==> src/rtl/pmu_pkg.sv <==
// Package for the polynomial multiply unit: coefficient and accumulator
// types, fixed widths, and the control bundle that steers the cell chain.
// No dependencies.
package pmu_pkg;

  localparam int COEFF_W = 16;
  localparam int PROD_W  = 2 * COEFF_W;
  localparam int ACC_W   = 36;

  typedef logic signed [COEFF_W-1:0] coeff_t;
  typedef logic signed [PROD_W-1:0]  prod_t;
  typedef logic signed [ACC_W-1:0]   acc_t;

  // Control broadcast to every cell of the chain in a cycle.
  typedef struct packed {
    logic clear;  // empty the store and the partial sums
    logic mac;    // take the right neighbor's multiply-accumulate sum
    logic shift;  // take the right neighbor's partial sum (flush)
  } cell_ctrl_t;

endpackage

==> src/rtl/pmu_cell.sv <==
// One tap of the transposed convolution chain: holds one coefficient of the
// loaded polynomial and one partial sum, and hands sums to its left neighbor.
// Depends on pmu_pkg.
module pmu_cell (
  input  logic                clk,
  input  pmu_pkg::cell_ctrl_t ctrl,
  input  logic                load_sel,
  input  pmu_pkg::coeff_t     coeff,
  input  pmu_pkg::acc_t       mac_in,
  input  pmu_pkg::acc_t       shift_in,
  output pmu_pkg::acc_t       mac_out,
  output pmu_pkg::acc_t       psum_out
);

  pmu_pkg::coeff_t b_r;
  pmu_pkg::coeff_t b_nxt;
  pmu_pkg::acc_t   psum_r;
  pmu_pkg::acc_t   psum_nxt;
  pmu_pkg::prod_t  prod;

  assign prod     = coeff * b_r;
  assign mac_out  = psum_r + {{(pmu_pkg::ACC_W - pmu_pkg::PROD_W){prod[pmu_pkg::PROD_W-1]}}, prod};
  assign psum_out = psum_r;

  always_comb begin
    b_nxt    = b_r;
    psum_nxt = psum_r;
    if (ctrl.clear) begin
      b_nxt    = load_sel ? coeff : '0;
      psum_nxt = '0;
    end else begin
      if (load_sel) begin
        b_nxt = coeff;
      end
      if (ctrl.mac) begin
        psum_nxt = mac_in;
      end else if (ctrl.shift) begin
        psum_nxt = shift_in;
      end
    end
  end

  always_ff @(posedge clk) begin
    b_r    <= b_nxt;
    psum_r <= psum_nxt;
  end

endmodule

==> config.mk <==
export PLATFORM = sky130hd
export DESIGN_NAME = pmu_cell
export DESIGN_NICKNAME = d
export VERILOG_FILES = /design/src/rtl/pmu_pkg.sv /design/src/rtl/pmu_cell.sv
export SDC_FILE = /design/constraint.sdc
export NUM_CORES = 1
export LEC_CHECK = 0
export ABC_AREA = 1
export BUFFER_PORTS_ARGS = -buffer_cell sky130_fd_sc_hd__buf_4
export CELL_PAD_IN_SITES_DETAIL_PLACEMENT = 1
export CELL_PAD_IN_SITES_GLOBAL_PLACEMENT = 1
export CORE_MARGIN = 3
export CORE_UTILIZATION = 45
export CTS_CLUSTER_SIZE = 30
export DETAILED_ROUTE_END_ITERATION = 16
export GPL_ROUTABILITY_DRIVEN = 0
export PLACE_DENSITY_LB_ADDON = 0.1
export SLEW_MARGIN = 5
export SYNTH_ARGS = -nofsm -noshare
export SYNTH_HDL_FRONTEND = slang
export SYNTH_SLANG_ARGS = --single-unit
==> constraint.sdc <==
create_clock -name clk -period 13 [get_ports clk]
set_input_delay 2.6 -clock clk [delete_from_list [all_inputs] [get_ports clk]]
set_output_delay 2.6 -clock clk [all_outputs]
set_load 0.005 [all_outputs]
==> results of run 1 <==
[sequential cells by signal (all words and copies together) (netlist names)]
signal / count
b_r: 16
psum_out: 36
[through the flow]
stage | worst slack [ns] | area, sq um | utilization | cells | setup TNS [ns]
2_1_floorplan | 1.581 | 15160 | - | 2115 | 0
3_3_place_gp | 0.4444 | 16640 | 0.5062 | 2639 | 0
3_5_place_dp | 0.2098 | 16640 | 0.5062 | 2639 | 0
4_1_cts | 0.1990 | 16830 | 0.5120 | 2647 | 0
5_1_grt | -0.008728 | 16910 | 0.5144 | 2650 | -0.01532
6_report | 0.4067 | 16910 | 0.5144 | 2650 | 0
[area by class of cell]
| class | instances | area, sq um | share of cell area |
|---|---|---|---|
| multi-input cells | 1396 | 11500 | 0.6803 |
| inverters | 584 | 2200 | 0.1301 |
| repair buffers | 168 | 1261 | 0.07461 |
| flip-flops and latches | 52 | 1201 | 0.07105 |
| well taps | 442 | 553.0 | 0.03271 |
| clock buffers | 6 | 150.1 | 0.008882 |
| clock inverters | 2 | 38.79 | 0.002294 |
[synth_stat cells (4+ instances only)]
| cell type | n |
|---|---|
| inv_1 | 579 |
| nand2_1 | 516 |
| fa_1 | 263 |
| nor2_1 | 132 |
| ha_1 | 118 |
| clkbuf_1 | 74 |
| nand3_1 | 74 |
| a21oi_1 | 71 |
| o21ai_0 | 64 |
| dfxtp_1 | 36 |
| xor2_1 | 36 |
| o211ai_1 | 23 |
| xnor2_1 | 18 |
| edfxtp_1 | 16 |
| a21o_1 | 10 |
| a31oi_1 | 10 |
| nand2_2 | 7 |
| nand4_1 | 7 |
| nor3_1 | 7 |
| buf_2 | 5 |
| buf_1 | 4 |
| inv_2 | 4 |
| nor2_2 | 4 |
| o21bai_1 | 4 |
[worst reg2reg max path, cell delays in order, from the launching register on]
cell,delay [ns]
dfxtp_1,0.58
inv_1,0.09
o211ai_1,0.19
nand2_1,0.07
inv_1,0.08
[repair_timing]
| item | 4_1_cts | 5_1_grt |
|---|---|---|
| buffers inserted | 0 | 3 |
| endpoints found under the setup margin | 0 | 7 |
| resized for setup | 0 | 15 |
[layer usage]
layer  vias up  track usage  wire, um
met5         -            0         0
met4         0      0.07080      1233
met3        77      0.03870      2139
met2       330       0.4925     23990
met1      6838       0.3528     20630
li1       6383            -         -
[logic make-up after synthesis]
group,count (synthesis),share of synthesized area
AND/OR/NAND/NOR,760,0.2013
adder cells (fa/ha/maj),381,0.4446
flip-flops,52,0.07921
buffers and inverters,667,0.1655
AO/OA/AOI/OAI,201,0.07823
XOR/XNOR,54,0.03119
[worst max path at each step]
stage                        endpoint  slack [ns]  cells after the start
after global placement    mac_out[34]        0.44                     27
after floorplan           mac_out[33]        1.58                     33
after CTS                 mac_out[34]        0.20                     27
final                     mac_out[34]        0.41                     26
after detailed placement  mac_out[34]        0.21                     27
after global routing      mac_out[35]      -0.009                     34
==> flow_summary_export.csv, run 1 <==
group,metric,value,unit
status,status,"complete, no violations",
run,drv_cap,0,
worst_setup_path,worst_r2r_endpoint,"psum_out[1]$_SDFFE_PP0P_",
worst_setup_path,reg2regPathDepth,4,
clock_tree,cts_buffers,5,
floorplanning,die_height,189.6,um
sta,timing_hold_violations_final,0,
clock_tree,clk_latency,0.31,ns
cells_and_area,final_common_cell,"inv_1",
cells_and_area,n_antenna_cell,0,
global_route,grt_pass1_vias,15109,
sta,timing.final.crit_share,0.9687,
floorplanning,initial_utilization,0.4614,
logic_synthesis,synth.top_cells.by_area,"fa_1 35%, inv_1 14%, nand2_1 13%",
cells_and_area,fillCellCount,4312,
placed_design,portBuffers,164,
cells_and_area,final_nets,2681,
global_route,overflow,0,
clock_tree,cts_sinks,52,
logic_synthesis,synth_seq_cells,52,
worst_setup_path,crit_buf_inv,6,
hold_path,whs_endpoint,"psum_out[9]$_SDFFE_PP0P_",
sta,slew_violations,0,
drt,firstDrtPassIters,5,
worst_setup_path,worstPathMaxFanout,17,
worst_setup_path,crit_arrival,9.99,ns
hold_path,hp-class,"reg2reg",
worst_setup_path,crit_start,"coeff[15]",
clock_tree,root_buffer,"clkbuf_16",
sta,setup_viol,0,
sta,min_period,12.59,ns
global_route,grt_max_degree,55,
sta,worstMarginPinSlew,1.031,ns
logic_synthesis,post-synth-top-area-cell,"fa_1",
drt,drt.antenna.violating_nets,0,
logic_synthesis,ys_async_sr_fraction,0,
clock_tree,cts_tree,"built",
hold_path,whs_path_depth,4,
sta,fmax,79.41,MHz
worst_setup_path,critPathSlowestCell,"fa_2",
floorplanning,die-width,189.6,um
drt,first_iter_violations,615,
floorplanning,die_area,35930,sq um
floorplanning,ios,165,
logic_synthesis,synth_warnings,0,
cells_and_area,area_delta_synth_final,11.49,%
global_route,grt_pass1_wl,78590,um
logic_synthesis,yosys.cell_types.count,42,
logic_synthesis,synth_top_area_share,0.3472,
worst_setup_path,r2r_slack,11.95,ns
worst_setup_path,cp-end-kind,"output port",
drt,post_drt_wl_per_cell,18.11,um
floorplanning,core,32870,sq um
cells_and_area,final_cell_mix,"577 x inv_1, 514 x nand2_1, 262 x fa_1",
clock_tree,ctsHoldBuffers,0,
worst_setup_path,critPathMostFrequentCell,"fa_1",
worst_setup_path,slowest_delay,0.64,ns
logic_synthesis,syn_area,15160,sq um
logic_synthesis,seq_area_frac_synth,0.07921,
worst_setup_path,crit_type,"in2out",
clock_tree,clkTransAtPathRegs,0.08,ns
drt,viasPerCell,5.143,
global_route,grt_usage,0.2759,
global_route,antenna_found_initial,0,
worst_setup_path,crit_family,"adder cells",
logic_synthesis,synth_edf_count,16,
logic_synthesis,synthCells,2115,
sta,slew_headroom,0.3082,
worst_setup_path,startpoint_type,"primary input",
drt,drc,0,
drt,via_count,13628,
sta,clock_skew,0,ns
logic_synthesis,synthesis.nets,2589,
sta,hold_slack,0.6128,ns
clock_tree,h-tree-depth,2,
clock_tree,cts_max_path_buffers,2,
hold_path,hp-start,"psum_out[9]$_SDFFE_PP0P_",
drt,totalWireLength,48000,um
placed_design,hpwl,42060,um
worst_setup_path,critPathRequiredTime,10.40,ns
logic_synthesis,synth-main-ff-cell,"dfxtp_1",
logic_synthesis,syn_area_per_cell,7.169,sq um
cells_and_area,drive_gt1_frac,0.1005,
worst_setup_path,crit-reg2reg-launch,"psum_out[1]$_SDFFE_PP0P_",
floorplanning,fp-row-count,66,
Power of run 1 is not shown: default switching activity piles up to over one toggle a cycle in this logic, so the estimate is an artifact.
==> inputs of run 2 (changes only) <==
Settings changed: RECOVER_POWER set to 50.
==> flow_summary_export.csv, run 2 (synthesized netlist as in run 1, its figures left out) <==
group,metric,value,unit
global_route,grt_pass1_wl,78590,um
floorplanning,die-width,189.6,um
clock_tree,cts_max_path_buffers,2,
sta,slew_headroom,-0.4335,
worst_setup_path,worstPathMaxFanout,17,
floorplanning,core,32870,sq um
drt,firstDrtPassIters,5,
global_route,overflow,0,
hold_path,hp-class,"reg2reg",
global_route,grt_max_degree,55,
cells_and_area,largest_reg_flops,36,
clock_tree,cts_sinks,52,
placed_design,portBuffers,164,
global_route,antenna_found_initial,0,
worst_setup_path,crit_family,"adder cells",
clock_tree,cts_buffers,5,
drt,totalWireLength,47920,um
global_route,grt_usage,0.2759,
floorplanning,fp-row-count,66,
cells_and_area,final_nets,2681,
drt,drt.antenna.violating_nets,0,
floorplanning,die_height,189.6,um
cells_and_area,final_cell_mix,"577 x inv_1, 514 x nand2_1, 262 x fa_1",
cells_and_area,drive_gt1_frac,0.09375,
status,status,"finished, violations left",
cells_and_area,final_common_cell,"inv_1",
floorplanning,die_area,35930,sq um
cells_and_area,post-route-util,0.5129,
drt,via_count,13608,
sta,hold_slack,0.6086,ns
worst_setup_path,startpoint_type,"primary input",
drt,post_drt_wl_per_cell,18.08,um
worst_setup_path,critPathSlowestCell,"fa_2",
floorplanning,initial_utilization,0.4614,
sta,slew_violations,92,
sta,min_period,12.59,ns
sta,setup_viol,0,
placed_design,hpwl,42060,um
cells_and_area,n_antenna_cell,0,
worst_setup_path,crit_buf_inv,6,
clock_tree,clkTransAtPathRegs,0.07,ns
cells_and_area,area_delta_synth_final,11.16,%
worst_setup_path,slowest_delay,0.64,ns
sta,timing_hold_violations_final,0,
drt,first_iter_violations,590,
clock_tree,cts_tree,"built",
drt,viasPerCell,5.135,
sta,clock_skew,0,ns
sta,fmax,79.44,MHz
worst_setup_path,critPathMostFrequentCell,"fa_1",
worst_setup_path,cp-end-kind,"output port",
status,violations,"capacitance limit, slew limit",
worst_setup_path,crit_type,"in2out",
clock_tree,clk_latency,0.31,ns
run,drv_cap,2,
floorplanning,ios,165,
clock_tree,root_buffer,"clkbuf_16",
clock_tree,h-tree-depth,2,
sta,timing.final.crit_share,0.9683,
worst_setup_path,critPathRequiredTime,10.40,ns
drt,drc,0,
worst_setup_path,crit_arrival,9.99,ns
sta,worstMarginPinSlew,2.150,ns
global_route,grt_pass1_vias,15109,
-- run 2: changes by cell type in the layout (fill, tap and decap cells not counted) --
cell and delta:
clkbuf_4 +25, buf_4 -38, or2_0 +2, or2_2 -2, clkbuf_1 +13
-- run 2: cell type report --
cell class                      instances  area, sq um
Timing Repair Buffer                  168         1212
Inverter                              584         2200
Fill cell                            4320        16010
Clock inverter                          2        38.79
Tap cell                              442        553.0
Multi-Input combinational cell       1396        11500
Clock buffer                            6        150.1
Sequential cell                        52         1201
-- run 2: routing by layer --
layer / routed length, um / track usage / vias to the layer above
li1: - / - / 6384
met1: 20590 / 0.3528 / 6838
met2: 23950 / 0.4925 / 307
met3: 2108 / 0.03870 / 79
met4: 1267 / 0.07080 / 0
met5: 0 / 0 / -
-- run 2: worst paths after layout --
kind                                                start                   endpoint  slack (ns)  cells past startpoint
worst max-delay path                            coeff[15]                mac_out[34]        0.41                     26
worst max register to register   psum_out[1]$_SDFFE_PP0P_   psum_out[1]$_SDFFE_PP0P_       11.95                      4
worst min register to register  psum_out[34]$_SDFFE_PP0P_  psum_out[34]$_SDFFE_PP0P_        0.61                      4
worst min-delay path            psum_out[34]$_SDFFE_PP0P_  psum_out[34]$_SDFFE_PP0P_        0.61                      4
-- run 2: repair_timing --
action	4_1_cts	5_1_grt
endpoints found under the hold margin	0	0
hold buffers	0	0
gates resized for setup	0	15
setup endpoints to repair	0	7
buffers inserted	0	3
-- run 2: through the flow --
stage               cells  cell area, sq um  setup WS (ns)  setup TNS, ns
floorplan            2115             15160          1.581              0
detailed placement   2639             16640         0.2098              0
global route         2650             16860      -0.008726       -0.01532
global placement     2639             16640         0.4444              0
CTS                  2647             16830         0.1990              0
finish               2650             16860         0.4117              0
-- run 2: worst reg2reg max path: stages, from the launching register on --
cell and delay [ns]:
dfxtp_1 0.56, inv_1 0.08, o211ai_1 0.19, nand2_1 0.09, inv_1 0.08
Power of run 2 is left out for the same reason.
